File: config.mk
export PLATFORM = sky130hd
export DESIGN_NAME = sync_checksum_frame_deframer_unit_flat
export DESIGN_NICKNAME = d
export VERILOG_FILES = /design/src/rtl/core/scfd_pkg.sv /design/src/rtl/core/scfd_if.sv /design/src/rtl/core/scfd_capture.sv /design/src/rtl/core/sync_checksum_frame_deframer_unit.sv /design/src/flat_wrapper.sv
export SDC_FILE = /design/constraint.sdc
export NUM_CORES = 1
export LEC_CHECK = 0
export BUFFER_PORTS_ARGS = -buffer_cell sky130_fd_sc_hd__clkbuf_2
export CAP_MARGIN = 20
export CELL_PAD_IN_SITES_DETAIL_PLACEMENT = 1
export CELL_PAD_IN_SITES_GLOBAL_PLACEMENT = 1
export CORE_UTILIZATION = 40
export DETAILED_ROUTE_END_ITERATION = 8
export PLACE_DENSITY_LB_ADDON = 0.1
export SYNTH_ARGS = -nofsm -noshare
export SYNTH_HDL_FRONTEND = slang
export SYNTH_SLANG_ARGS = --single-unit
File: constraint.sdc
create_clock -name clock -period 28.8 [get_ports clock]
set_input_delay 8.64 -clock clock [delete_from_list [all_inputs] [get_ports clock]]
set_output_delay 8.64 -clock clock [all_outputs]
set_load 0.02 [all_outputs]
File: src/rtl/core/scfd_pkg.sv
`timescale 1ns / 1ps

package scfd_pkg;

   typedef logic [4:0] pos_type;
   typedef logic [7:0] byte_type;

   localparam logic [31:0] SYNC_WORD     = 32'h55AA_9912;
   localparam byte_type    SYNC_TAIL_SUM = 8'hAB;
   localparam int          PAYLOAD_BYTES = 22;

   localparam pos_type POS_HUNT  = 5'd0;
   localparam pos_type POS_FIRST = 5'd4;
   localparam pos_type POS_CHECK = 5'd26;
   localparam pos_type POS_END   = 5'd27;

   typedef struct packed {
      logic [31:0] pulse_seconds;
      logic [31:0] pulse_nanoseconds;
      byte_type    year_in_century;
      byte_type    month_byte;
      byte_type    day_byte;
      byte_type    hour_byte;
      byte_type    minute_byte;
      byte_type    second_byte;
      logic [31:0] frame_seconds;
      logic [31:0] frame_nanoseconds;
   } result_type;

   typedef struct packed {
      logic at_check;
      logic good;
   } status_type;

endpackage

File: src/rtl/core/scfd_if.sv
`timescale 1ns / 1ps

interface scfd_req_if;
   logic       valid;
   logic       ready;
   logic [7:0] data_byte;

   modport source (output valid, output data_byte, input ready);
   modport sink   (input valid, input data_byte, output ready);
endinterface

interface scfd_rsp_if;
   logic        valid;
   logic        ready;
   logic [31:0] pulse_seconds;
   logic [31:0] pulse_nanoseconds;
   logic [7:0]  year_in_century;
   logic [7:0]  month_byte;
   logic [7:0]  day_byte;
   logic [7:0]  hour_byte;
   logic [7:0]  minute_byte;
   logic [7:0]  second_byte;
   logic [31:0] frame_seconds;
   logic [31:0] frame_nanoseconds;

   modport source (
      output valid, input ready,
      output pulse_seconds, output pulse_nanoseconds,
      output year_in_century, output month_byte, output day_byte,
      output hour_byte, output minute_byte, output second_byte,
      output frame_seconds, output frame_nanoseconds
   );
   modport sink (
      input valid, output ready,
      input pulse_seconds, input pulse_nanoseconds,
      input year_in_century, input month_byte, input day_byte,
      input hour_byte, input minute_byte, input second_byte,
      input frame_seconds, input frame_nanoseconds
   );
endinterface

File: src/rtl/core/scfd_capture.sv
`timescale 1ns / 1ps

module scfd_capture (
   input  logic                 clock,
   input  logic                 reset,
   input  logic                 byte_accept,
   input  scfd_pkg::byte_type   data_byte,
   output scfd_pkg::status_type status,
   output scfd_pkg::result_type result
);

   logic [31:0]        window_ff;
   logic [31:0]        window_in;
   scfd_pkg::pos_type  pos_ff;
   scfd_pkg::pos_type  pos_in;
   scfd_pkg::byte_type sum_ff;
   scfd_pkg::byte_type sum_in;
   scfd_pkg::byte_type payload_ff [scfd_pkg::PAYLOAD_BYTES];
   scfd_pkg::byte_type payload_in [scfd_pkg::PAYLOAD_BYTES];
   logic               hunting;
   logic [31:0]        window_shift;

   assign hunting      = (pos_ff < scfd_pkg::POS_FIRST) || (pos_ff >= scfd_pkg::POS_END);
   assign window_shift = {window_ff[23:0], data_byte};

   always_comb begin
      window_in  = window_ff;
      pos_in     = pos_ff;
      sum_in     = sum_ff;
      payload_in = payload_ff;
      if (byte_accept) begin
         if (hunting) begin
            window_in = window_shift;
            if (window_shift == scfd_pkg::SYNC_WORD) begin
               pos_in = scfd_pkg::POS_FIRST;
               sum_in = scfd_pkg::SYNC_TAIL_SUM;
            end else begin
               pos_in = scfd_pkg::POS_HUNT;
            end
         end else if (pos_ff < scfd_pkg::POS_CHECK) begin
            for (int i = 0; i < scfd_pkg::PAYLOAD_BYTES - 1; i++) begin
               payload_in[i] = payload_ff[i + 1];
            end
            payload_in[scfd_pkg::PAYLOAD_BYTES - 1] = data_byte;
            sum_in = sum_ff + data_byte;
            pos_in = pos_ff + 5'd1;
         end else begin
            pos_in = scfd_pkg::POS_HUNT;
         end
      end
   end

   always_ff @(posedge clock) begin
      if (reset) begin
         window_ff <= '0;
         pos_ff    <= scfd_pkg::POS_HUNT;
         sum_ff    <= '0;
      end else begin
         window_ff <= window_in;
         pos_ff    <= pos_in;
         sum_ff    <= sum_in;
      end
   end

   always_ff @(posedge clock) begin
      payload_ff <= payload_in;
   end

   assign status.at_check = (pos_ff == scfd_pkg::POS_CHECK);
   assign status.good     = byte_accept && status.at_check && (data_byte == sum_ff);

   assign result.pulse_seconds     = {payload_ff[0], payload_ff[1], payload_ff[2], payload_ff[3]};
   assign result.pulse_nanoseconds = {payload_ff[4], payload_ff[5], payload_ff[6], payload_ff[7]};
   assign result.year_in_century   = payload_ff[8];
   assign result.month_byte        = payload_ff[9];
   assign result.day_byte          = payload_ff[10];
   assign result.hour_byte         = payload_ff[11];
   assign result.minute_byte       = payload_ff[12];
   assign result.second_byte       = payload_ff[13];
   assign result.frame_seconds     = {payload_ff[14], payload_ff[15], payload_ff[16],
                                      payload_ff[17]};
   assign result.frame_nanoseconds = {payload_ff[18], payload_ff[19], payload_ff[20],
                                      payload_ff[21]};

   a_pos_legal: assert property (@(posedge clock) disable iff (reset)
      (pos_ff == scfd_pkg::POS_HUNT) ||
      ((pos_ff >= scfd_pkg::POS_FIRST) && (pos_ff <= scfd_pkg::POS_CHECK)))
      else $error("frame position left its legal range");

   a_sync_start: assert property (@(posedge clock) disable iff (reset)
      (byte_accept && hunting && (window_shift == scfd_pkg::SYNC_WORD)) |=>
      ((pos_ff == scfd_pkg::POS_FIRST) && (sum_ff == scfd_pkg::SYNC_TAIL_SUM)))
      else $error("sync match did not start a capture");

   a_window_frozen: assert property (@(posedge clock) disable iff (reset)
      !hunting |=> $stable(window_ff))
      else $error("hunt window shifted during capture");

endmodule

File: src/rtl/core/sync_checksum_frame_deframer_unit.sv
`timescale 1ns / 1ps
// Latency: a result is valid in the cycle after its checksum byte is accepted.
// Throughput: one byte per cycle; a stalled result only holds back a checksum byte.
// Reset clears the hunt window, frame position, running sum and output valid.
// The payload store is not reset and needs no clearing pass.

module sync_checksum_frame_deframer_unit (
   input  logic              clock,
   input  logic              reset,
   scfd_req_if.sink          req_chan,
   scfd_rsp_if.source        rsp_chan
);

   logic                 rsp_valid_ff;
   logic                 rsp_valid_in;
   scfd_pkg::result_type result_ff;
   scfd_pkg::result_type result_in;
   scfd_pkg::result_type result_next;
   scfd_pkg::status_type status;
   logic                 byte_accept;

   assign req_chan.ready = !rsp_valid_ff || rsp_chan.ready || !status.at_check;
   assign byte_accept    = req_chan.valid && req_chan.ready;

   scfd_capture u_capture (
      .clock       (clock),
      .reset       (reset),
      .byte_accept (byte_accept),
      .data_byte   (req_chan.data_byte),
      .status      (status),
      .result      (result_next)
   );

   always_comb begin
      rsp_valid_in = rsp_valid_ff;
      result_in    = result_ff;
      if (status.good) begin
         rsp_valid_in = 1'b1;
         result_in    = result_next;
      end else if (rsp_chan.ready) begin
         rsp_valid_in = 1'b0;
      end
   end

   always_ff @(posedge clock) begin
      if (reset) begin
         rsp_valid_ff <= 1'b0;
      end else begin
         rsp_valid_ff <= rsp_valid_in;
      end
   end

   always_ff @(posedge clock) begin
      result_ff <= result_in;
   end

   assign rsp_chan.valid             = rsp_valid_ff;
   assign rsp_chan.pulse_seconds     = result_ff.pulse_seconds;
   assign rsp_chan.pulse_nanoseconds = result_ff.pulse_nanoseconds;
   assign rsp_chan.year_in_century   = result_ff.year_in_century;
   assign rsp_chan.month_byte        = result_ff.month_byte;
   assign rsp_chan.day_byte          = result_ff.day_byte;
   assign rsp_chan.hour_byte         = result_ff.hour_byte;
   assign rsp_chan.minute_byte       = result_ff.minute_byte;
   assign rsp_chan.second_byte       = result_ff.second_byte;
   assign rsp_chan.frame_seconds     = result_ff.frame_seconds;
   assign rsp_chan.frame_nanoseconds = result_ff.frame_nanoseconds;

   a_no_overwrite: assert property (@(posedge clock) disable iff (reset)
      status.good |-> (!rsp_valid_ff || rsp_chan.ready))
      else $error("good frame would overwrite a waiting result");

   a_good_shows: assert property (@(posedge clock) disable iff (reset)
      status.good |=> rsp_valid_ff)
      else $error("good frame did not raise the result valid");

   a_good_at_check: assert property (@(posedge clock) disable iff (reset)
      status.good |-> (byte_accept && status.at_check))
      else $error("good frame flagged away from the checksum byte");

endmodule

File: src/flat_wrapper.sv
// flat-port wrapper written by rule: the top's interface ports become plain ports
module sync_checksum_frame_deframer_unit_flat 
  (clock, reset, req_chan_valid, req_chan_data_byte, req_chan_ready, rsp_chan_valid, rsp_chan_ready, rsp_chan_pulse_seconds, rsp_chan_pulse_nanoseconds, rsp_chan_year_in_century, rsp_chan_month_byte, rsp_chan_day_byte, rsp_chan_hour_byte, rsp_chan_minute_byte, rsp_chan_second_byte, rsp_chan_frame_seconds, rsp_chan_frame_nanoseconds);
  scfd_req_if req_chan_i ();
  scfd_rsp_if rsp_chan_i ();
  input  logic clock;
  input  logic reset;
  input wire logic [$bits(req_chan_i.valid)-1:0] req_chan_valid;
  input wire logic [$bits(req_chan_i.data_byte)-1:0] req_chan_data_byte;
  output wire logic [$bits(req_chan_i.ready)-1:0] req_chan_ready;
  output wire logic [$bits(rsp_chan_i.valid)-1:0] rsp_chan_valid;
  input wire logic [$bits(rsp_chan_i.ready)-1:0] rsp_chan_ready;
  output wire logic [$bits(rsp_chan_i.pulse_seconds)-1:0] rsp_chan_pulse_seconds;
  output wire logic [$bits(rsp_chan_i.pulse_nanoseconds)-1:0] rsp_chan_pulse_nanoseconds;
  output wire logic [$bits(rsp_chan_i.year_in_century)-1:0] rsp_chan_year_in_century;
  output wire logic [$bits(rsp_chan_i.month_byte)-1:0] rsp_chan_month_byte;
  output wire logic [$bits(rsp_chan_i.day_byte)-1:0] rsp_chan_day_byte;
  output wire logic [$bits(rsp_chan_i.hour_byte)-1:0] rsp_chan_hour_byte;
  output wire logic [$bits(rsp_chan_i.minute_byte)-1:0] rsp_chan_minute_byte;
  output wire logic [$bits(rsp_chan_i.second_byte)-1:0] rsp_chan_second_byte;
  output wire logic [$bits(rsp_chan_i.frame_seconds)-1:0] rsp_chan_frame_seconds;
  output wire logic [$bits(rsp_chan_i.frame_nanoseconds)-1:0] rsp_chan_frame_nanoseconds;
  assign req_chan_i.valid = req_chan_valid;
  assign req_chan_i.data_byte = req_chan_data_byte;
  assign req_chan_ready = req_chan_i.ready;
  assign rsp_chan_valid = rsp_chan_i.valid;
  assign rsp_chan_i.ready = rsp_chan_ready;
  assign rsp_chan_pulse_seconds = rsp_chan_i.pulse_seconds;
  assign rsp_chan_pulse_nanoseconds = rsp_chan_i.pulse_nanoseconds;
  assign rsp_chan_year_in_century = rsp_chan_i.year_in_century;
  assign rsp_chan_month_byte = rsp_chan_i.month_byte;
  assign rsp_chan_day_byte = rsp_chan_i.day_byte;
  assign rsp_chan_hour_byte = rsp_chan_i.hour_byte;
  assign rsp_chan_minute_byte = rsp_chan_i.minute_byte;
  assign rsp_chan_second_byte = rsp_chan_i.second_byte;
  assign rsp_chan_frame_seconds = rsp_chan_i.frame_seconds;
  assign rsp_chan_frame_nanoseconds = rsp_chan_i.frame_nanoseconds;
  sync_checksum_frame_deframer_unit u_core (.clock(clock), .reset(reset), .req_chan(req_chan_i), .rsp_chan(rsp_chan_i));
endmodule
==> flow_metrics.tcl <==
set metrics [dict create \
    status "finished clean" \
    avgSynthCellArea_um2 21.3 \
    fin_nets 829 \
    use_met2_pct 23.8 \
    drt_iter0_markers 330 \
    post-dp-hpwl_mm 13.8 \
    synth_edf_count 352 \
    wl_mm 22.4 \
    grt_pass1_vias 6024 \
    slew_violations 0 \
    syn-num-nets 606 \
    num_antenna_cells 0 \
    syn_area_um2 12400 \
    wl_per_cell_um 18.2 \
    row_count 64 \
    hold_buffers 0 \
    synth_cell_type_count 38 \
    max_stage_delay_ns 0.30 \
    fp.dieW_um 178 \
    worstPathMaxFanout 3 \
    period_share_pct 62.5 \
    worst_setup_path_end_kind "output pin" \
    power_density_nw_per_um2 73.5 \
    core_area_um2 30600 \
    grt_usage_pct 13.9 \
    clock_path_buffers 3 \
    die_y_um 178 \
    peakVddDrop_mv 0.0375 \
    synthesis.instances 584 \
    place_area_um2 13900 \
    final-hold-violation-count 0 \
    cts_resized 0 \
    dieArea_um2 31800 \
    dr_total_vias 5842 \
    h-tree-depth 2 \
    relSlewSlack_pct 33.1 \
    skew_ns 0.0194 \
    gp_congestion 0.795 \
    cp_common_cell "clkbuf_2" \
    final_area_um2 15100 \
    hold_path_class "reg2reg" \
    setup_slack_ns 10.81 \
    max_freq_mhz 55.6 \
    worstSetupPathType "in2out" \
    drive_above_1_share_pct 30.8 \
    async_flop_share_pct 0 \
    cts_root_buf "clkbuf_16" \
    dp_slack_ns 10.80 \
    cap_violations 0 \
    start_kind "input port" \
    post-cts-setup-buffers 0 \
    io_pins 190 \
    required_ns 20.16 \
    yosys_warnings 0 \
    cts_buffers 40 \
    worst_slew_pin_slew_ns 1.00 \
    power_leakage_nw 5.23 \
    worstPathArrival_ns 9.35 \
    setup_tns_ns 0 \
    timing.hold.ws_ns 0.421 \
    clkTransAtPathRegs_ns 0.06 \
    finalSetupViolations 0 \
    met3_usage_pct 3.24 \
    portBuffers 189 \
    ys_seq_area_share_pct 91.2 \
    detail-route-antenna-nets 0 \
    ys.flop_type "edfxtp_1" \
    final.fill_count 2880 \
    antenna_found_initial 0 \
    worst_path_dominant_cell_family "simple AND/OR/NAND/NOR gates" \
    grt_max_degree 177 \
    avgViaCountPerCell 4.74 \
    min_period_ns 17.99 \
    area_growth_pct 21.9 \
    cts.sinks 390 \
    grt_use_met1_pct 17.4 \
    grt-busiest-layer "met2" \
    synth_seq_cells 390 \
    grt_pass1_wl_mm 33.7 \
    grt_overflow 0 \
    worst-path-buf-inv 2 \
    drc_errors 0 \
    rsz0062_at_grt "no" \
    crit_chain "clkbuf_2 > nand2b_1 > or2_2 > clkbuf_2" \
    cp_slowest_cell "or2_2" \
    post-route-util_pct 49.5 \
    initial_utilization_pct 40.6 \
    first_pass_iters 6 \
    clock_latency_ns 0.53 \
    cts_tree "yes" \
]
-- placed cells by master, fill, tap and decap left out, types with 2 or more instances in the layout --
master / n
ha_1: 9
nand2b_1: 3
edfxtp_1: 352
o21a_1: 2
clkinv_2: 9
dfxtp_1: 38
nor4bb_1: 5
clkbuf_8: 2
xor2_1: 5
clkbuf_2: 189
nand4_1: 5
nor3_1: 7
clkbuf_16: 40
o21ai_0: 5
inv_1: 8
clkinvlp_4: 2
a31oi_1: 3
o41ai_1: 2
nand2_1: 58
nand3_1: 3
nor2_1: 11
bufinv_16: 3
nor4_1: 2
clkinv_1: 10
a21oi_1: 32
xnor2_1: 3
a211oi_1: 3
clkbuf_1: 3
-- kinds of logic after synthesis --
kind of cell | synth area share (%)
xor+xnor | 0.564
flops | 91.2
compound gates | 2.49
simple gates | 4.08
fa+ha+maj | 1.07
buf+inv | 0.594
-- Yosys cell counts (all sizes together), types with 4 or more instances --
cell type / number / area [um^2]
dfxtp: 38 / 761
nor4bb: 5 / 50.1
xor2: 5 / 43.8
nand2: 58 / 218
a21oi: 32 / 160
nor2: 12 / 45.0
nand4: 5 / 31.3
clkbuf: 7 / 26.3
edfxtp: 352 / 10600
o21ai: 6 / 30.0
inv: 9 / 33.8
ha: 9 / 113
nor4: 4 / 40.0
nor3: 7 / 35.0
-- final timing paths --
check                                from  cells past startpoint                                end  slack (ns)
max                        rsp_chan_ready                      4                     req_chan_ready       10.81
min          u_core.u_capture.result[171]                      0  u_core.rsp_chan.pulse_seconds[27]        0.42
max reg2reg    u_core.u_capture.pos_ff[0]                      6        u_core.u_capture.result[59]       25.56
min reg2reg  u_core.u_capture.result[171]                      0  u_core.rsp_chan.pulse_seconds[27]        0.42
-- per-stage QoR --
stage                     instances  power (mW)
after floorplan                 584       0.626
after global placement         1161       0.629
after detailed placement       1161       0.630
after CTS                      1233        1.13
after global routing           1233        1.15
final                          1233        1.11
-- registers in the layout, indices dropped and copies added, names as in the netlist --
name / cells
u_core.rsp_chan.year_in_century: 8
u_core.rsp_chan.valid: 1
u_core.u_capture.window_ff: 24
u_core.rsp_chan.month_byte: 8
u_core.rsp_chan.day_byte: 8
u_core.rsp_chan.frame_seconds: 32
u_core.u_capture.pos_ff: 5
u_core.rsp_chan.second_byte: 8
u_core.rsp_chan.frame_nanoseconds: 32
u_core.rsp_chan.hour_byte: 8
u_core.rsp_chan.pulse_seconds: 32
u_core.u_capture.result: 176
u_core.rsp_chan.minute_byte: 8
u_core.u_capture.sum_ff: 8
u_core.rsp_chan.pulse_nanoseconds: 32
-- layout make-up --
cell class              instances  area (um^2)  share of cell area, %
well taps                     396          495                   3.27
multi-input cells             175         1030                   6.78
clock inverters                27          233                   1.54
flip-flops and latches        390        11300                   74.8
repair buffers                191          973                   6.43
inverters                       9         41.3                  0.273
clock buffers                  45         1040                   6.87
-- where the power goes --
| group | leakage, nW | switching, mW | internal (mW) |
|---|---|---|---|
| logic | 1.14 | 0.00537 | 0.00247 |
| clock network | 0.626 | 0.207 | 0.288 |
| registers | 3.47 | 0.000893 | 0.609 |
-- metal layers --
layer / share of wire [%] / vias to the layer above / routed length (um)
met5: 0 / - / 0
met4: 2.2 / 0 / 499
met3: 5.7 / 39 / 1280
met2: 50 / 172 / 11300
met1: 42 / 2922 / 9340
li1: - / 2709 / -
Power figures use the tool's default switching activity.
